**src/design/spl_pkg.sv**
```systemverilog
// spl_pkg: shared constants, request and status codes, and the command and
// status structs that join the controller and the datapath of the sorted list.
// no dependencies
`timescale 1ns / 1ps
`default_nettype none

package spl_pkg;

	localparam int DEPTH_DEF      = 32;
	localparam int VALUE_BITS_DEF = 32;

	// request codes
	localparam logic [1:0] REQ_INSERT = 2'd0;
	localparam logic [1:0] REQ_REMOVE = 2'd1;
	localparam logic [1:0] REQ_READ   = 2'd2;

	// result status codes
	localparam logic [1:0] ST_OK    = 2'd0;
	localparam logic [1:0] ST_EMPTY = 2'd1;
	localparam logic [1:0] ST_FULL  = 2'd2;
	localparam logic [1:0] ST_RANGE = 2'd3;

	// controller to datapath
	typedef struct packed {
		logic lat_req;   // capture the incoming item
		logic lat_st;    // capture the status code of the held item
		logic rd_tail;   // read the last entry and drop it from the count
		logic rd_idx;    // read the entry at the requested position
		logic j_init;    // start the insert pointer at the count
		logic rd_below;  // read the entry just below the insert pointer
		logic shift;     // move the entry just read up by one, step pointer down
		logic put;       // write the new value at the pointer, grow the count
		logic out_ld;    // load the result register
	} spl_cmd_t;

	// datapath to controller
	typedef struct packed {
		logic [1:0] req_type;
		logic       full;
		logic       empty;
		logic       idx_oob;
		logic       j_zero;
		logic       greater;  // entry read is greater than the new value
	} spl_stat_t;

endpackage

`default_nettype wire

```
**src/design/spl_dp.sv**
```systemverilog
// spl_dp: datapath of the sorted list: entry memory, fill count, insert
// pointer, held item and result registers. Uses spl_pkg.
`timescale 1ns / 1ps
`default_nettype none

module spl_dp
	import spl_pkg::*;
#(
	parameter int DEPTH      = DEPTH_DEF,
	parameter int VALUE_BITS = VALUE_BITS_DEF,
	parameter int AW         = $clog2(DEPTH),
	parameter int CW         = $clog2(DEPTH + 1)
) (
	input  wire logic                 clk,
	input  wire logic                 arst_n,
	input  wire spl_cmd_t             cmd,
	output spl_stat_t                 stat,
	input  wire logic [1:0]           req_type,
	input  wire logic signed [31:0]   value,
	input  wire logic [AW-1:0]        index,
	output logic [1:0]                status,
	output logic signed [31:0]        data_out,
	output logic [CW-1:0]             count
);

	logic [VALUE_BITS-1:0] mem [DEPTH];
	logic [VALUE_BITS-1:0] rd_q;
	logic [VALUE_BITS-1:0] val_q;
	logic [1:0]            type_q;
	logic [AW-1:0]         idx_q;
	logic [AW-1:0]         j_q;
	logic [CW-1:0]         count_q;
	logic [1:0]            st_q;
	logic [1:0]            status_q;
	logic signed [31:0]    data_q;
	logic [CW-1:0]         cnt_q;

	logic [AW-1:0]          rd_addr;
	logic                   rd_en;
	logic [AW-1:0]          wr_addr;
	logic [VALUE_BITS-1:0]  wr_data;
	logic                   wr_en;
	logic signed [63:0]     val_ext;
	logic signed [VALUE_BITS-1:0] rd_signed;
	logic signed [63:0]     rd_ext;
	logic [1:0]             st_now;
	logic signed [31:0]     data_sel;

	assign val_ext   = 64'(value);
	assign rd_signed = rd_q;
	assign rd_ext    = 64'(rd_signed);

	assign stat.req_type = type_q;
	assign stat.full     = (count_q == CW'(DEPTH));
	assign stat.empty    = (count_q == '0);
	assign stat.idx_oob  = (CW'(idx_q) >= count_q);
	assign stat.j_zero   = (j_q == '0);
	assign stat.greater  = ($signed(rd_q) > $signed(val_q));

	always_comb begin
		rd_en   = cmd.rd_tail | cmd.rd_idx | cmd.rd_below;
		rd_addr = j_q - AW'(1);
		if (cmd.rd_tail) begin
			rd_addr = AW'(count_q - CW'(1));
		end else if (cmd.rd_idx) begin
			rd_addr = idx_q;
		end
		wr_en   = cmd.shift | cmd.put;
		wr_addr = j_q;
		wr_data = cmd.shift ? rd_q : val_q;
	end

	always_comb begin
		case (type_q)
			REQ_INSERT: st_now = stat.full ? ST_FULL : ST_OK;
			REQ_REMOVE: st_now = stat.empty ? ST_EMPTY : ST_OK;
			REQ_READ:   st_now = stat.idx_oob ? ST_RANGE : ST_OK;
			default:    st_now = ST_OK;
		endcase
	end

	always_comb begin
		data_sel = '0;
		if (st_q == ST_OK && (type_q == REQ_REMOVE || type_q == REQ_READ)) begin
			data_sel = rd_ext[31:0];
		end
	end

	// entry store, registered read
	always_ff @(posedge clk) begin
		if (wr_en) begin
			mem[wr_addr] <= wr_data;
		end
		if (rd_en) begin
			rd_q <= mem[rd_addr];
		end
	end

	// held item and result payload
	always_ff @(posedge clk) begin
		if (cmd.lat_req) begin
			type_q <= req_type;
			val_q  <= val_ext[VALUE_BITS-1:0];
			idx_q  <= index;
		end
		if (cmd.lat_st) begin
			st_q <= st_now;
		end
		if (cmd.out_ld) begin
			status_q <= st_q;
			data_q   <= data_sel;
			cnt_q    <= count_q;
		end
	end

	always_ff @(posedge clk or negedge arst_n) begin
		if (!arst_n) begin
			count_q <= '0;
			j_q     <= '0;
		end else begin
			if (cmd.rd_tail) begin
				count_q <= count_q - CW'(1);
			end else if (cmd.put) begin
				count_q <= count_q + CW'(1);
			end
			if (cmd.j_init) begin
				j_q <= AW'(count_q);
			end else if (cmd.shift) begin
				j_q <= j_q - AW'(1);
			end
		end
	end

	assign status   = status_q;
	assign data_out = data_q;
	assign count    = cnt_q;

	a_count_bound: assert property (@(posedge clk) disable iff (!arst_n)
		count_q <= CW'(DEPTH))
		else $error("fill count above depth");

	a_put_grows: assert property (@(posedge clk) disable iff (!arst_n)
		cmd.put |=> count_q == $past(count_q) + CW'(1))
		else $error("insert did not grow the count");

	a_shift_ok: assert property (@(posedge clk) disable iff (!arst_n)
		cmd.shift |-> (!stat.j_zero && stat.greater))
		else $error("shift without a greater entry below the pointer");

	a_tail_nonempty: assert property (@(posedge clk) disable iff (!arst_n)
		cmd.rd_tail |-> !stat.empty)
		else $error("remove issued on an empty list");

endmodule

`default_nettype wire

```
**src/design/spl_ctrl.sv**
```systemverilog
// spl_ctrl: controller state machine of the sorted list; sequences each item
// and drives the handshakes. Uses spl_pkg.
`timescale 1ns / 1ps
`default_nettype none

module spl_ctrl
	import spl_pkg::*;
(
	input  wire logic      clk,
	input  wire logic      arst_n,
	input  wire logic      req_valid,
	output logic           req_stall,
	output logic           rsp_valid,
	input  wire logic      rsp_stall,
	input  wire spl_stat_t stat,
	output spl_cmd_t       cmd
);

	localparam logic [2:0] S_IDLE    = 3'd0;
	localparam logic [2:0] S_DEC     = 3'd1;
	localparam logic [2:0] S_INS_RD  = 3'd2;
	localparam logic [2:0] S_INS_CMP = 3'd3;
	localparam logic [2:0] S_INS_WR  = 3'd4;
	localparam logic [2:0] S_RESP    = 3'd5;

	logic [2:0] state_q;
	logic [2:0] state_d;
	logic       rsp_valid_q;
	logic       out_free;

	assign out_free  = !rsp_valid_q || !rsp_stall;
	assign req_stall = (state_q != S_IDLE);
	assign rsp_valid = rsp_valid_q;

	always_comb begin
		cmd     = '0;
		state_d = state_q;
		case (state_q)
			S_IDLE: begin
				if (req_valid) begin
					cmd.lat_req = 1'b1;
					state_d     = S_DEC;
				end
			end
			S_DEC: begin
				cmd.lat_st = 1'b1;
				state_d    = S_RESP;
				case (stat.req_type)
					REQ_INSERT: begin
						if (!stat.full) begin
							cmd.j_init = 1'b1;
							state_d    = S_INS_RD;
						end
					end
					REQ_REMOVE: cmd.rd_tail = !stat.empty;
					REQ_READ:   cmd.rd_idx  = !stat.idx_oob;
					default: ;
				endcase
			end
			S_INS_RD: begin
				if (stat.j_zero) begin
					state_d = S_INS_WR;
				end else begin
					cmd.rd_below = 1'b1;
					state_d      = S_INS_CMP;
				end
			end
			S_INS_CMP: begin
				if (stat.greater) begin
					cmd.shift = 1'b1;
					state_d   = S_INS_RD;
				end else begin
					state_d = S_INS_WR;
				end
			end
			S_INS_WR: begin
				cmd.put = 1'b1;
				state_d = S_RESP;
			end
			S_RESP: begin
				if (out_free) begin
					cmd.out_ld = 1'b1;
					state_d    = S_IDLE;
				end
			end
			default: state_d = S_IDLE;
		endcase
	end

	always_ff @(posedge clk or negedge arst_n) begin
		if (!arst_n) begin
			state_q     <= S_IDLE;
			rsp_valid_q <= 1'b0;
		end else begin
			state_q <= state_d;
			if (cmd.out_ld) begin
				rsp_valid_q <= 1'b1;
			end else if (!rsp_stall) begin
				rsp_valid_q <= 1'b0;
			end
		end
	end

	a_cmp_after_rd: assert property (@(posedge clk) disable iff (!arst_n)
		state_q == S_INS_CMP |-> $past(state_q) == S_INS_RD)
		else $error("compare step without a preceding read");

	a_no_overwrite: assert property (@(posedge clk) disable iff (!arst_n)
		cmd.out_ld |-> (!rsp_valid_q || !rsp_stall))
		else $error("result loaded over an untaken result");

	a_one_load: assert property (@(posedge clk) disable iff (!arst_n)
		cmd.out_ld |=> state_q == S_IDLE && !cmd.out_ld)
		else $error("result loaded twice for one item");

endmodule

`default_nettype wire

```
**src/design/sorted_priority_list.sv**
```systemverilog
// Sorted priority list: keeps up to DEPTH signed values in ascending order
// in a two-port memory (one read, one write a cycle, registered read).
// Insert places the value after all stored values less than or equal to it,
// remove returns the largest value, read returns the value at a position
// counted from the smallest; every item gives one result with status and
// count. One item is in work at a time. An insert reads the entry below its
// pointer and, while that entry is greater, moves it up one place and steps
// the pointer down; each move is a read then a compare-and-write of the
// memory, until the bottom or an entry not greater than the value is reached.
// No clearing pass after reset; the block takes items at once.
// Depends on spl_pkg, spl_ctrl and spl_dp.
`timescale 1ns / 1ps
`default_nettype none

module sorted_priority_list
	import spl_pkg::*;
#(
	parameter int DEPTH      = DEPTH_DEF,
	parameter int VALUE_BITS = VALUE_BITS_DEF,
	localparam int AW        = $clog2(DEPTH),
	localparam int CW        = $clog2(DEPTH + 1)
) (
	input  wire logic               clk,
	input  wire logic               arst_n,
	input  wire logic               req_valid,
	output logic                    req_stall,
	input  wire logic [1:0]         req_type,
	input  wire logic signed [31:0] value,
	input  wire logic [AW-1:0]      index,
	output logic                    rsp_valid,
	input  wire logic               rsp_stall,
	output logic [1:0]              status,
	output logic signed [31:0]      data_out,
	output logic [CW-1:0]           count
);

	spl_cmd_t  cmd;
	spl_stat_t stat;

	spl_ctrl u_ctrl (
		.clk       (clk),
		.arst_n    (arst_n),
		.req_valid (req_valid),
		.req_stall (req_stall),
		.rsp_valid (rsp_valid),
		.rsp_stall (rsp_stall),
		.stat      (stat),
		.cmd       (cmd)
	);

	spl_dp #(
		.DEPTH      (DEPTH),
		.VALUE_BITS (VALUE_BITS),
		.AW         (AW),
		.CW         (CW)
	) u_dp (
		.clk      (clk),
		.arst_n   (arst_n),
		.cmd      (cmd),
		.stat     (stat),
		.req_type (req_type),
		.value    (value),
		.index    (index),
		.status   (status),
		.data_out (data_out),
		.count    (count)
	);

endmodule

`default_nettype wire

```
**config.mk**
```make
export PLATFORM = sky130hd
export DESIGN_NAME = sorted_priority_list
export DESIGN_NICKNAME = d
export VERILOG_FILES = /design/src/design/spl_pkg.sv /design/src/design/spl_dp.sv /design/src/design/spl_ctrl.sv /design/src/design/sorted_priority_list.sv
export SDC_FILE = /design/constraint.sdc
export NUM_CORES = 1
export LEC_CHECK = 0
export BUFFER_PORTS_ARGS = -buffer_cell sky130_fd_sc_hd__buf_2
export CAP_MARGIN = 20
export CELL_PAD_IN_SITES_DETAIL_PLACEMENT = 1
export CELL_PAD_IN_SITES_GLOBAL_PLACEMENT = 1
export CORE_MARGIN = 2
export CORE_UTILIZATION = 55
export CTS_CLUSTER_SIZE = 14
export DETAILED_ROUTE_END_ITERATION = 6
export PLACE_DENSITY_LB_ADDON = 0.1
export SKIP_LAST_GASP = 1
export SYNTH_ARGS = -nofsm -noshare
export SYNTH_HDL_FRONTEND = slang
export SYNTH_SLANG_ARGS = --single-unit
```
**constraint.sdc**
```tcl
create_clock -name clk -period 8.1 [get_ports clk]
set_clock_uncertainty 0.1 [all_clocks]
set_input_delay 1.62 -clock clk [delete_from_list [all_inputs] [get_ports clk]]
set_output_delay 1.62 -clock clk [all_outputs]
set_load 0.02 [all_outputs]
```
Word level (Yosys, flattened, before mapping)
Memories as Yosys holds them, arrays and structs flattened. A register that Yosys moved wholly into a read port is not among the register bits.
Cells that the tools add are included.

word-level totals
  logic and storage cells = 83
  output and inout port bits = 42
  memories kept = 1
  register bits = 96
  input bits = 43
  memory bits (writable) = 1024

operators by class
  order comparisons = 2
  reduce and logical (&&, ||, !) cells = 16
  bitwise logic cells = 3
  $add $sub $neg = 3
  muxes and demuxes = 36
  eq/ne operators = 11

memory list
  memory    words  width  rd ports  clocked after Yosys merged registers in  wr ports  line          text
  u_dp.mem  32     32     1         1                                        1         spl_dp.sv:26  logic [VALUE_BITS-1:0] mem [DEPTH];

operators by type and width
  cell                   number
  $gt A32 B32 Y1         1
  $mux W32               1
  $mux W5                4
  $mux W1                18
  $mux W3                6
  $pmux W3 S6            1
  $mux W6                2
  $add A6 B1 Y6 const B  1
  $eq A3 B2 Y1 const B   2
  $eq A3 B3 Y1 const B   2
  $eq A6 B6 Y1 const B   1
  $ge A5 B6 Y1           1
  $logic_not A6 Y1       1
  $pmux W2 S3            1
  $sub A6 B1 Y6 const B  1
  $logic_not A5 Y1       1
  $sub A5 B1 Y5 const B  1
  $logic_not A1 Y1       4
  $logic_not A2 Y1       2
  $mux W2                2
  $mux W4                1
  $ne A2 B1 Y1 const B   2
  $reduce_bool A2 Y1     2
  $eq A3 B1 Y1 const B   1
  other kinds (9)        12

Longest topological paths before layout
  word-level depth = 6
  gate-level depth with buffers = 16
  depth with buffers taken out = 11

Cells and area by module
Synthesis repeated with hierarchy kept, for this count alone.

unflattened totals
  cell total of the unflattened synthesis = 3399
  area, all modules = 45747.6 um^2

modules (own cells, without submodules)
  module    cells an instance  seq. area each (um^2)  instances  area each (um^2)
  spl_dp    3363               34418.0                1          45442.3
  spl_ctrl  36                 100.1                  1          305.3

Least setup slack after synthesis
OpenSTA, ideal clock, no wires.

  path type = register to register
  from = reg u_dp.rd_q[15], read port of u_dp.mem
  to = mem u_dp.mem[21][0] (netlist name) (enable)
  data required time = 7579 ps
  setup time = 421 ps
  data arrival time = 3646 ps
  clock period less this slack = 4167 ps
  buffers on the path = 1
  slack = 3933 ps
  stages on the path, launching flop included = 11
  path through = edfxtp_1 > ha_1 > nand3_1 > nor4_1 > o21ai_0 > o211a_1 > o221ai_1 > and3_1 > clkbuf_1 > o21ai_1 > nor2_1

on the way
  word-level cells in the longest chain between the ends = 6

ends and longest elaborated chain
  element                        line            text
  start, declared                spl_dp.sv:27    logic [VALUE_BITS-1:0] rd_q;
  $gt A32 B32 Y1                 spl_dp.sv:58    assign stat.greater = ($signed(rd_q) > $signed(val_q));
  $mux W1                        spl_ctrl.sv:69  if (stat.greater) begin
  $mux W1                        spl_ctrl.sv:38  case (state_q)
  $or A1 B1 Y1                   spl_dp.sv:68    wr_en = cmd.shift | cmd.put;
  $mux W1                        spl_dp.sv:91    if (wr_en) begin
  $mux W1 (implied by the code)  spl_dp.sv:92    mem[wr_addr] <= wr_data;
  end, declared                  spl_dp.sv:26

Every way passes these cells.

Final worst setup path
  from = reg u_dp.count_q[3]
  to = reg u_dp.rd_q[5], read port of u_dp.mem (data pin)

on the way
  word-level cells in the longest chain between the ends = 6
  elaborated cells on any way between the ends = 12
  those cells by class = add/sub (1); order compare (1); mux (5); bitwise (2); reduce/logical (3)

ends and longest elaborated chain
  element                                           line                            text
  start, declared                                   spl_dp.sv:32                    logic [CW-1:0] count_q;
  start signal, assigned                            spl_dp.sv:122                   count_q <= count_q - CW'(1);
  start signal, assigned                            spl_dp.sv:124                   count_q <= count_q + CW'(1);
  $ge A5 B6 Y1 or $logic_not A6 Y1 (tied branches)  spl_dp.sv:56, spl_dp.sv:55
  $logic_not A1 Y1, on equally long branches        spl_ctrl.sv:56, spl_ctrl.sv:55
  $mux W1                                           spl_ctrl.sv:48                  case (stat.req_type)
  $mux W4                                           spl_ctrl.sv:38
  $mux W5 or $or A1 B1 Y1 (tied branches)           spl_dp.sv:65, spl_dp.sv:61
  $mux W5 or $or A1 B1 Y1 (tied branches)           spl_dp.sv:63, spl_dp.sv:61

Several ways; a longest one is shown, not always the timed one.
A chain may end at the register's enable or synchronous reset.

==> metrics.yaml <==
synth.avg_cell_area_um2: 15.0
pin_count: 85
setup_tns_ns: 0
powerDensity_nw_per_um2: 444
synth_flop_cell: "edfxtp_1"
yosysWarnings: 0
hold_viol_final: 0
finalSetupViolCount: 0
hpwlAfterDp_um: 78300
critPathArrivalTime_ns: 5.81
fmax_ghz: 0.184
gp_congestion: 0.892
cp-start-kind: "flop"
slew_headroom: 0.264
worst-path-max-fanout: 64
post-route-util: 0.625
via_count: 29100
synth_fp_nets: 3161
synth_area_um2: 46000
die_h_um: 293
design.die.area_um2: 86000
synthTopCellsByArea: "edfxtp_1 74%, mux2i_1 3.4%, nand2_1 3.3%, a22oi_1 2.5%, a21oi_1 1.9%"
ant_nets: 0
final_nets: 3255
cts_buffer_depth: 3
totalWireLength_um: 142000
io_buffers: 84
slew_violations: 0
cts_inserted_buffers: 117
synth_seq_area_share: 0.750
drc: 0
routed_wire_length_per_instance_um: 32.7
ys_ff_latch: 1152
cts-resized-gates: 0
initial_utilization: 0.553
tightest_slew_ns: 1.10
post-route-period-util: 0.670
cp.required_ns: 8.48
leakage_nw: 17.9
crit_type: "flop to flop"
synth_top_area_frac: 0.742
synth_edf_count: 1137
worstSkewPairLatency_ns: 0.71
firstDrtPassIters: 5
clockRootBuffer: "clkbuf_16"
grt_max_degree: 177
synth.largest_area_cell: "edfxtp_1"
cts_setup_buffers: 0
die_w_um: 293
gr-total-overflow: 0
num_rows: 106
irDropWorstVdd_mv: 0.488
hold_class: "flop to flop"
cap_violations: 0
status: "finished, final reports clean"
cp-end-kind: "flop"
core_um2: 83300
grt_setup_unrepaired: "no"
avgViaCountPerCell: 6.70
clock-sinks: 1152
grt_pass1_vias: 29900
min_period_ns: 5.43
dp_slack_ns: 2.52
clk_pin_slew_ns: 0.06
fin_ws_ns: 2.67
synthCells: 3069
antenna_found_initial: 3
grt_usage: 0.330
ctsHtreeMaxLevel: 3
cts_tree: "yes"
drive_gt1_frac: 0.135
drt_iter0_drc: 3272
grt_pass1_wl_um: 204000
synthArstFlopShare: 0.0130
area_growth_pct: 13.2
hold_buffers: 0
yosysUniqueCellTypes: 61
## synthesized netlist by cell type (49+ instances only)
library cell	n
and3_1	98
a22oi_1	156
o21ai_0	51
a211oi_1	96
nor2_1	50
a21oi_1	171
a31oi_1	94
ha_1	49
o22ai_1	126
edfxtp_1	1137
nand2_1	400
mux2i_1	158
clkbuf_1	127
## logic make-up after synthesis
group / share of synthesized area
DFF: 0.750
AOI/OAI and AO/OA: 0.104
and+or+nand+nor: 0.0701
buffers and inverters: 0.0258
muxes: 0.0351
adders and majority gates: 0.0133
xor gates and xnor gates: 0.00209
## worst max-delay path, cell delays in order, from the launching register on
cell and delay, ns:
dfrtp_1 0.47, inv_1 0.18, ha_1 0.36, a211oi_1 0.11, o311a_1 0.33, o21ai_1 0.30
buf_4 0.28, mux2_2 0.45, nor2_8 0.69, buf_4 0.81, nand2_1 0.20, a31oi_1 0.28
o22ai_1 0.16, nor4_1 0.41
## flip-flops by register name (all words and copies together), names as in the netlist
| register | cells |
|---|---|
| u_dp.status | 2 |
| u_dp.val_q | 32 |
| u_dp.type_q | 2 |
| u_dp.data_out | 32 |
| u_ctrl.state_q | 3 |
| u_dp.mem | 1024 |
| u_dp.count_q | 6 |
| u_dp.count | 6 |
| u_dp.st_q | 2 |
| u_dp.rd_q | 32 |
| u_ctrl.rsp_valid | 1 |
| u_dp.j_q | 5 |
| u_dp.idx_q | 5 |
## per-layer routing
layer  GRT usage  wire (µm)
met5           0         36
met4       0.141       6440
met3      0.0741      13600
met2       0.517      66000
met1       0.448      55900
## cell usage in the layout (no fill, tap or decap), drive strengths merged, types with 3 or more instances in the layout
master,Yosys,layout
nand3,33,33
o22ai,127,127
xnor2,10,10
nand2,400,400
o21ai,56,56
clkbuf,127,140
a21oi,171,171
o21a,3,3
clkinv,0,63
nor2,51,51
or3,7,7
nor4,37,37
ha,49,49
a21o,15,15
inv,46,50
a22oi,156,156
nor3b,3,3
nand4,8,8
a22o,3,3
and3,98,98
nor3,6,6
buf,86,188
a211oi,96,96
edfxtp,1137,1137
a31oi,94,94
and2,37,37
diode,0,4
bufinv,0,10
nor2b,5,5
mux2,3,3
dfrtp,15,15
mux2i,158,158
## through the flow
stage / std cells / power (mW) / area, µm² / hold WS [ns]
floorplan: 3069 / 14.5 / 46000 / 0.323
global placement: 4096 / 17.2 / 47900 / 0.390
detailed placement: 4103 / 17.6 / 48000 / 0.385
CTS: 4321 / 22.9 / 51700 / 0.400
global route: 4342 / 24.1 / 52100 / 0.413
finish: 4346 / 23.1 / 52100 / 0.397
## area by class of cell
type	instances	area, µm²
Sequential cell	1152	34500
Fill cell	7523	31200
Multi-Input combinational cell	1658	10800
Clock buffer	140	3060
Timing Repair Buffer	188	1530
Tap cell	1080	1350
Clock inverter	78	672
Inverter	46	173
Antenna cell	4	10.0
## report_power, final
group / leakage [nW] / internal (mW) / total, mW / switching (mW)
Sequential: 10.4 / 7.63 / 8.03 / 0.405
Clock: 1.84 / 3.00 / 5.32 / 2.31
Combinational: 5.65 / 3.07 / 9.76 / 6.69
Total: 17.9 / 13.7 / 23.1 / 9.41
## path summary, 6_finish.rpt
path | start | to | slack (ns) | cells past startpoint
max reg2reg | u_dp.count_q[3]$_DFFE_PN0P_ | u_dp.rd_q[5]$_DFFE_PP_ | 2.67 | 13
min | u_dp.st_q[0]$_DFFE_PP_ | u_dp.status[0]$_DFFE_PP_ | 0.40 | 0
max in group asynchronous | arst_n | u_dp.j_q[4]$_DFFE_PN0P_ | 6.84 | 1
max | u_dp.count_q[3]$_DFFE_PN0P_ | u_dp.rd_q[5]$_DFFE_PP_ | 2.67 | 13
min reg2reg | u_dp.st_q[0]$_DFFE_PP_ | u_dp.status[0]$_DFFE_PP_ | 0.40 | 0
min in group asynchronous | arst_n | u_ctrl.state_q[2]$_DFFE_PN0P_ | 0.75 | 1
No activity file was read; power rests on OpenSTA's default activity.
